[src/hdl/sarrip_pkg.sv]
// Package for the stream-aware RRIP replacement core: field widths, codes and shared types.
// No dependencies; imported by every module of the block.
package sarrip_pkg;

    localparam int SET_IDX_W = 11;
    localparam int WAY_IDX_W = 4;
    localparam int MASK_W    = 16;
    localparam int ADDR_W    = 64;
    localparam int DELTA_W   = 32;
    localparam int LIMIT_W   = 16;
    localparam int THR_W     = 2;
    localparam int PADDR_W   = 3;
    localparam int PDATA_W   = 32;

    localparam logic KIND_VICTIM = 1'b0;
    localparam logic KIND_UPDATE = 1'b1;

    localparam logic REG_STRIDE_LIMIT = 1'b0;
    localparam logic REG_STREAM_THR   = 1'b1;

    localparam logic [1:0] RRPV_NEAR  = 2'd0;
    localparam logic [1:0] RRPV_LONG  = 2'd2;
    localparam logic [1:0] RRPV_MAX   = 2'd3;
    localparam logic [1:0] REUSE_INIT = 2'd1;
    localparam logic [1:0] REUSE_HOT  = 2'd2;
    localparam logic [1:0] REUSE_MAX  = 2'd3;
    localparam logic [1:0] SCORE_MAX  = 2'd3;

    localparam logic [LIMIT_W-1:0] LIMIT_RESET = 16'd512;
    localparam logic [THR_W-1:0]   THR_RESET   = 2'd2;
    localparam logic [DELTA_W-1:0] DELTA_NOABS = 32'h8000_0000;

    typedef struct packed {
        logic [1:0]         score;
        logic [DELTA_W-1:0] delta;
        logic [ADDR_W-1:0]  addr;
    } t_det;

    typedef struct packed {
        logic                 kind;
        logic [WAY_IDX_W-1:0] way;
        logic [MASK_W-1:0]    mask;
        logic [ADDR_W-1:0]    addr;
        logic                 hit;
    } t_req;

    typedef struct packed {
        logic [LIMIT_W-1:0] limit;
        logic [THR_W-1:0]   thr;
    } t_cfg;

endpackage

[src/hdl/sarrip_row_update.sv]
// Next-value logic for one set row: victim search, aging, stride detector and per-way update.
// Depends on sarrip_pkg.
module sarrip_row_update #(
    parameter int NUM_WAYS = 16
) (
    input  sarrip_pkg::t_req                       i_req,
    input  logic                                   i_set_ok,
    input  sarrip_pkg::t_cfg                       i_cfg,
    input  sarrip_pkg::t_det                       i_det,
    input  logic [NUM_WAYS-1:0][1:0]               i_rrpv,
    input  logic [NUM_WAYS-1:0][1:0]               i_reuse,
    output sarrip_pkg::t_det                       o_det,
    output logic [NUM_WAYS-1:0][1:0]               o_rrpv,
    output logic [NUM_WAYS-1:0][1:0]               o_reuse,
    output logic                                   o_we,
    output logic [sarrip_pkg::WAY_IDX_W-1:0]       o_victim
);
    import sarrip_pkg::*;

    localparam int MASK_N = (NUM_WAYS < MASK_W) ? NUM_WAYS : MASK_W;

    logic                     inv_found;
    logic [WAY_IDX_W-1:0]     inv_way;
    logic [WAY_IDX_W-1:0]     age_way;
    logic [1:0]               top;
    logic [1:0]               age;
    logic [NUM_WAYS-1:0][1:0] aged;
    logic [DELTA_W-1:0]       delta;
    logic [DELTA_W-1:0]       mag;
    logic                     short_stride;
    logic                     bump;
    logic [1:0]               score_n;
    logic                     streaming;
    logic                     way_ok;
    logic [1:0]               ins;

    always_comb begin
        inv_found = 1'b0;
        inv_way   = '0;
        for (int i = MASK_N - 1; i >= 0; i--) begin
            if (!i_req.mask[i]) begin
                inv_found = 1'b1;
                inv_way   = WAY_IDX_W'(i);
            end
        end

        top = RRPV_NEAR;
        for (int i = 0; i < NUM_WAYS; i++) begin
            if (i_rrpv[i] > top) begin
                top = i_rrpv[i];
            end
        end
        age = RRPV_MAX - top;

        age_way = '0;
        for (int i = NUM_WAYS - 1; i >= 0; i--) begin
            aged[i] = i_rrpv[i] + age;
            if (aged[i] == RRPV_MAX) begin
                age_way = WAY_IDX_W'(i);
            end
        end
    end

    assign o_victim = inv_found ? inv_way : (i_set_ok ? age_way : '0);

    always_comb begin
        delta        = i_req.addr[DELTA_W-1:0] - i_det.addr[DELTA_W-1:0];
        mag          = delta[DELTA_W-1] ? (~delta + 1'b1) : delta;
        short_stride = (i_det.addr != '0) && (delta != DELTA_NOABS)
                       && (mag < DELTA_W'(i_cfg.limit));
        bump         = short_stride && (delta == i_det.delta) && (delta != '0);
        if (bump) begin
            score_n = (i_det.score == SCORE_MAX) ? i_det.score : i_det.score + 2'd1;
        end else begin
            score_n = (i_det.score == 2'd0) ? i_det.score : i_det.score - 2'd1;
        end
        streaming = score_n >= i_cfg.thr;
        way_ok    = 32'(i_req.way) < NUM_WAYS;
    end

    always_comb begin
        o_det   = i_det;
        o_rrpv  = i_rrpv;
        o_reuse = i_reuse;
        o_we    = 1'b0;
        ins     = RRPV_LONG;
        if (i_req.kind == KIND_VICTIM) begin
            o_we   = i_set_ok && !inv_found;
            o_rrpv = aged;
        end else begin
            o_we    = i_set_ok;
            o_det   = '{score: score_n, delta: delta, addr: i_req.addr};
            for (int i = 0; i < NUM_WAYS; i++) begin
                if (way_ok && (32'(i_req.way) == i)) begin
                    if (i_req.hit) begin
                        o_rrpv[i] = RRPV_NEAR;
                        if (i_reuse[i] != REUSE_MAX) begin
                            o_reuse[i] = i_reuse[i] + 2'd1;
                        end
                    end else begin
                        if (i_reuse[i] >= REUSE_HOT) begin
                            ins = RRPV_NEAR;
                        end else if (streaming) begin
                            ins = RRPV_MAX;
                        end else begin
                            ins = RRPV_LONG;
                        end
                        o_rrpv[i]  = ins;
                        o_reuse[i] = REUSE_INIT;
                    end
                end
            end
        end
    end

endmodule

[config.mk]
export PLATFORM = sky130hd
export DESIGN_NAME = sarrip_row_update
export DESIGN_NICKNAME = d
export VERILOG_FILES = /design/src/hdl/sarrip_pkg.sv /design/src/hdl/sarrip_row_update.sv
export SDC_FILE = /design/constraint.sdc
export NUM_CORES = 1
export LEC_CHECK = 0
export BUFFER_PORTS_ARGS = -buffer_cell sky130_fd_sc_hd__buf_2
export CAP_MARGIN = 30
export CORE_AREA = 2 2 166 168
export DETAILED_ROUTE_END_ITERATION = 8
export DIE_AREA = 0 0 168 170
export SLEW_MARGIN = 20
export SYNTH_ARGS = -nofsm -noshare
export SYNTH_HDL_FRONTEND = slang
export SYNTH_SLANG_ARGS = --single-unit
[constraint.sdc]
create_clock -name vclk -period 39.8
set_clock_uncertainty 0.1 [all_clocks]
set_input_delay 1.99 -clock vclk [all_inputs]
set_output_delay 1.99 -clock vclk [all_outputs]
set_load 0.005 [all_outputs]
* Word level (Yosys, flattened, before mapping)
Index checks and enable logic that the tools add are counted.
Word-level totals: register bits 0, bits of input ports 267, latch bits 0, RAM bits 0, memories kept 0, ROM bits 0
Cells by class: mux-type cells 171, eq/ne operators 50, multipliers 0, $lt $le $gt $ge 34, shift operators 0, add/sub/neg operators 37, reductions and logical operators 10, divide/modulo/power cells 0, bitwise gates (word level) 1
Operator list (number):
- $mux 2 | 115
- $mux 4 | 34
- $mux 98 | 1
- $mux 32 | 3
- $reduce_bool 64->1 | 1
- $add 2x1->2 const B | 17
- $eq 2x2->1 const B | 17
- $add 2x2->2 | 16
- $add 32x1->32 const B | 1
- $eq 32x32->1 | 1
- $eq 4x4->1 const B | 8
- $ge 2x2->1 const B | 16
- $lt 32x16->1 | 1
- $ne 2x2->1 const B | 16
- $ne 32x32->1 const B | 1
- $not 32->32 | 1
- $reduce_bool 32->1 | 1
- $sub 32x32->32 | 1
- $gt 2x2->1 | 15
- $mux 1 | 18
- $eq 4x3->1 const B | 4
- $eq 4x2->1 const B | 2
- $logic_and 1x1->1 | 5
- $eq 4x1->1 const B | 1
- other kinds (7) | 7

* Longest topological paths before layout
depth in word-level cells 53, mapped depth 84, depth with buffers taken out 82

* Least setup slack after synthesis
OpenSTA, ideal clock, no wires.
kind input-to-output, from input i_rrpv[3] in the netlist's numbering, to output o_rrpv[10] in the netlist's numbering, data arrival time 14.929 ns, buffers on the path 3, stages on the path 74, slack 22.781 ns, cells stage by stage inv_1 > ha_1 > o21bai_1 > a21boi_0 > nand2b_1 > ha_1 > nand2b_1 > nand2_1 > o21ai_0 > ha_1 > nand2b_1 > nand2_1 > nand2_1 > o21ai_0 > ha_1 > nand2b_1 > a2111oi_0 > a41o_1 > (+38 left out) > o22ai_1 > o21ai_0 > ha_1 > inv_1 > o22ai_1 > and3_1 > a21o_1 > ha_1 > nor2b_1 > o21ai_0 > mux2_2 > a31oi_1 > clkbuf_1 > clkbuf_1 > nand2b_1 > clkbuf_1 > a21oi_1 > a211oi_1
RTL lines:
- from (decl) | line sarrip_row_update.sv:10 | input logic [NUM_WAYS-1:0][1:0] i_rrpv,
- to (decl) | line sarrip_row_update.sv:13 | output logic [NUM_WAYS-1:0][1:0] o_rrpv,

==> reports/results.md <==
• completed — result of the run
• 93 — number of distinct library cells after synthesis
• 0.424 — final standard cell utilization of the core
• 5.59 — detailed-route vias per instance
• 0 — number of sequential cells
• 20.85 ns — Worst Setup Slack, final
• 0 — initial antenna violation count
• 18.95 ns — final critical delay including setup and external delays
• 693 — detailed router's first-iteration violation count
• false — RSZ-0062 raised after global routing
• 0 — final-layout clock buffer total
• 0 — cts hold-fix bufs
• 20.3 nW/µm² — total power density per cell area
• 27.0% — area growth from synthesis to layout
• 2,123 — cell count after placement
• 0 — part of the total power dissipated in sequential elements
• 0 µm² — combined flip-flop and latch cell area
• 37,900 µm — wire length reported by the detailed router
• 58,600 µm — global-route wire length before repair
• 11,900 — routed vias
• nand2_1 — leading cell type by number of instances after synthesis
• 31 — CP Max Fanout
• 170 µm — die height
• 1,764 — nets in the synthesized netlist
• 5 — number of optimization iterations in the first detailed-route pass
• 0 — setup violation total in the final timing report
• nand2b_1 — standard cell with the maximum stage delay on the critical path
• 11,300 — via count of the first global-routing pass
• ha_1 13%, nand2_1 7.6%, mux2_2 7.0% — synth top area cells
• 434 — count of input and output buffers
• 6.35 µm² — average footprint of a synthesized cell
• 0.0000945 W — design internal power
• 0 — Hold Fails Final Rpt
• input pin to primary output — worst hold path type
• 26,700 µm² — total core area
• 0.61 ns — Worst path max stage delay
• 28,600 µm² — die area
• 0 — # diodes
• 0.307 — layout cell share with drive strength beyond 1
• 0 — count of antenna-violating nets left after detailed routing
• 434 — num ports
• 0 — Post-CTS Repair Setup Buffers
• 2,147 — final-stage net count
• 0.476 — final clock period utilization by the worst path
• input pin to primary output — Setup Crit Path Kind
• 2,123 — non-filler instance count after layout
• 20.88 ns — worst setup slack before clock tree synthesis
• 0.134 — top-area cell type share of the netlist area
• 0.972 — final weighted congestion of routability-driven global placement
• 0.00000994 V — highest ir drop seen on vdd
• 0 — count of final max-slew check failures
• input pin — category of the worst setup path launch point
• ha_1 — leading area contributor after synthesis
• 1.000 — relative contribution of combinational cells to total power
• 0 — Post-route DRC
• 0 — register area share after synthesis
• 0.000134 W — switching power of the nets
• 1,401 — cell count after synthesis
• 8890 µm² — post-synthesis instance area
• 179 x nand2_1, 121 x nor2_1, 116 x inv_1, 105 x a21oi_1, 95 x ha_1 — synth cell count leaders
• 32,100 µm — HPWL Detailed
• 78 — largest net degree at the start of global routing
• 0.0528 GHz — f_max
• 0 — # Max-Cap Violations
• 0 — number of warnings printed during yosys synthesis
• 0 — Congestion Overflow GR
• 0.000229 W — Final Power
• 0.587 — switching power as a share of total power
• 0.360 — worst slew slack as a fraction of its limit
• 0 — count of instances resized after the clock tree is built
• 0 ns — total negative slack
• 168 µm — horizontal extent of the die
• ha_1 — most prevalent standard cell on the critical path
• 60 — site row count
• 2,850 — number of fillers in the final layout
• 5.62 nW — leakage power figure
• primary output — element type at the critical path end
• 0 — clock group share of total power
• 0.334 — effective utilization at floorplan
• 37.71 ns — required time reported for the critical path endpoint
• 16.86 ns — data arrival time at the worst-slack endpoint
• 0.250 — GR Util All Layers
• 17.9 µm — average routed wire per standard cell
• 0.958 ns — transition at the pin with the smallest max-transition slack
## layer usage
layer | share of wire | wire length [µm] | track usage
met5 | 0 | 0 | 0
met4 | 0.026 | 997 | 0.0673
met3 | 0.082 | 3100 | 0.0491
met2 | 0.46 | 17500 | 0.432
met1 | 0.43 | 16400 | 0.316
## power groups by stage
stage	registers (W)	logic, W	clock network (W)
final	0	0.000229	0
after floorplan	0	0.000149	0
after global routing	0	0.000255	0
after detailed placement	0	0.000225	0
after CTS	0	0.000227	0
after global placement	0	0.000223	0
## cell families after synthesis
family                     Yosys count  share of synthesized area
and+or+nand+nor                    564                      0.313
AOI/OAI and AO/OA                  406                      0.300
buffers and inverters              179                     0.0803
adders and majority gates           97                      0.137
xor gates and xnor gates            95                     0.0936
muxes                               60                     0.0753
## final timing paths
path                  startpoint         end  slack, ns  cells after the start
worst max-delay path   i_rrpv[3]  o_rrpv[28]      20.85                     73
worst min-delay path   i_req[39]   o_det[38]       4.18                      3
## worst max-delay path: cells and delay by family
family,cells,cell delay (ns)
buffers and inverters,11,0.96
multiplexers,3,1.18
AO/OA/AOI/OAI,28,6.76
AND/OR/NAND/NOR,16,2.01
adder cells (fa/ha/maj),15,3.93
## stage by stage
stage | hold slack, ns | instance area, µm²
after floorplan | 3.94 | 8890
after global placement | 4.17 | 11300
after detailed placement | 4.18 | 11300
after CTS | 4.18 | 11300
after global routing | 4.18 | 11300
final | 4.18 | 11300
## cell usage in the layout (no fill, tap or decap), types with 21 or more instances in the layout
master      n
nor4_1     28
xor2_1     43
o21ai_0    89
nand2b_1   29
nand4_1    21
xnor2_1    52
a21oi_1   105
inv_1     115
nand3_1    38
nor3_1     46
a211oi_1   21
mux2_2     55
nor2_1    121
nand2_1   179
ha_1       95
o21a_1     37
a31oi_1    26
buf_2     434
## layout make-up
| type | instances | area [µm²] | share of cell area |
|---|---|---|---|
| Tap cell | 341 | 427 | 0.0378 |
| Timing Repair Buffer | 443 | 2240 | 0.199 |
| Inverter | 117 | 439 | 0.0389 |
| Multi-Input combinational cell | 1222 | 8180 | 0.725 |
Note: power is estimated with default switching activity, not from simulation.
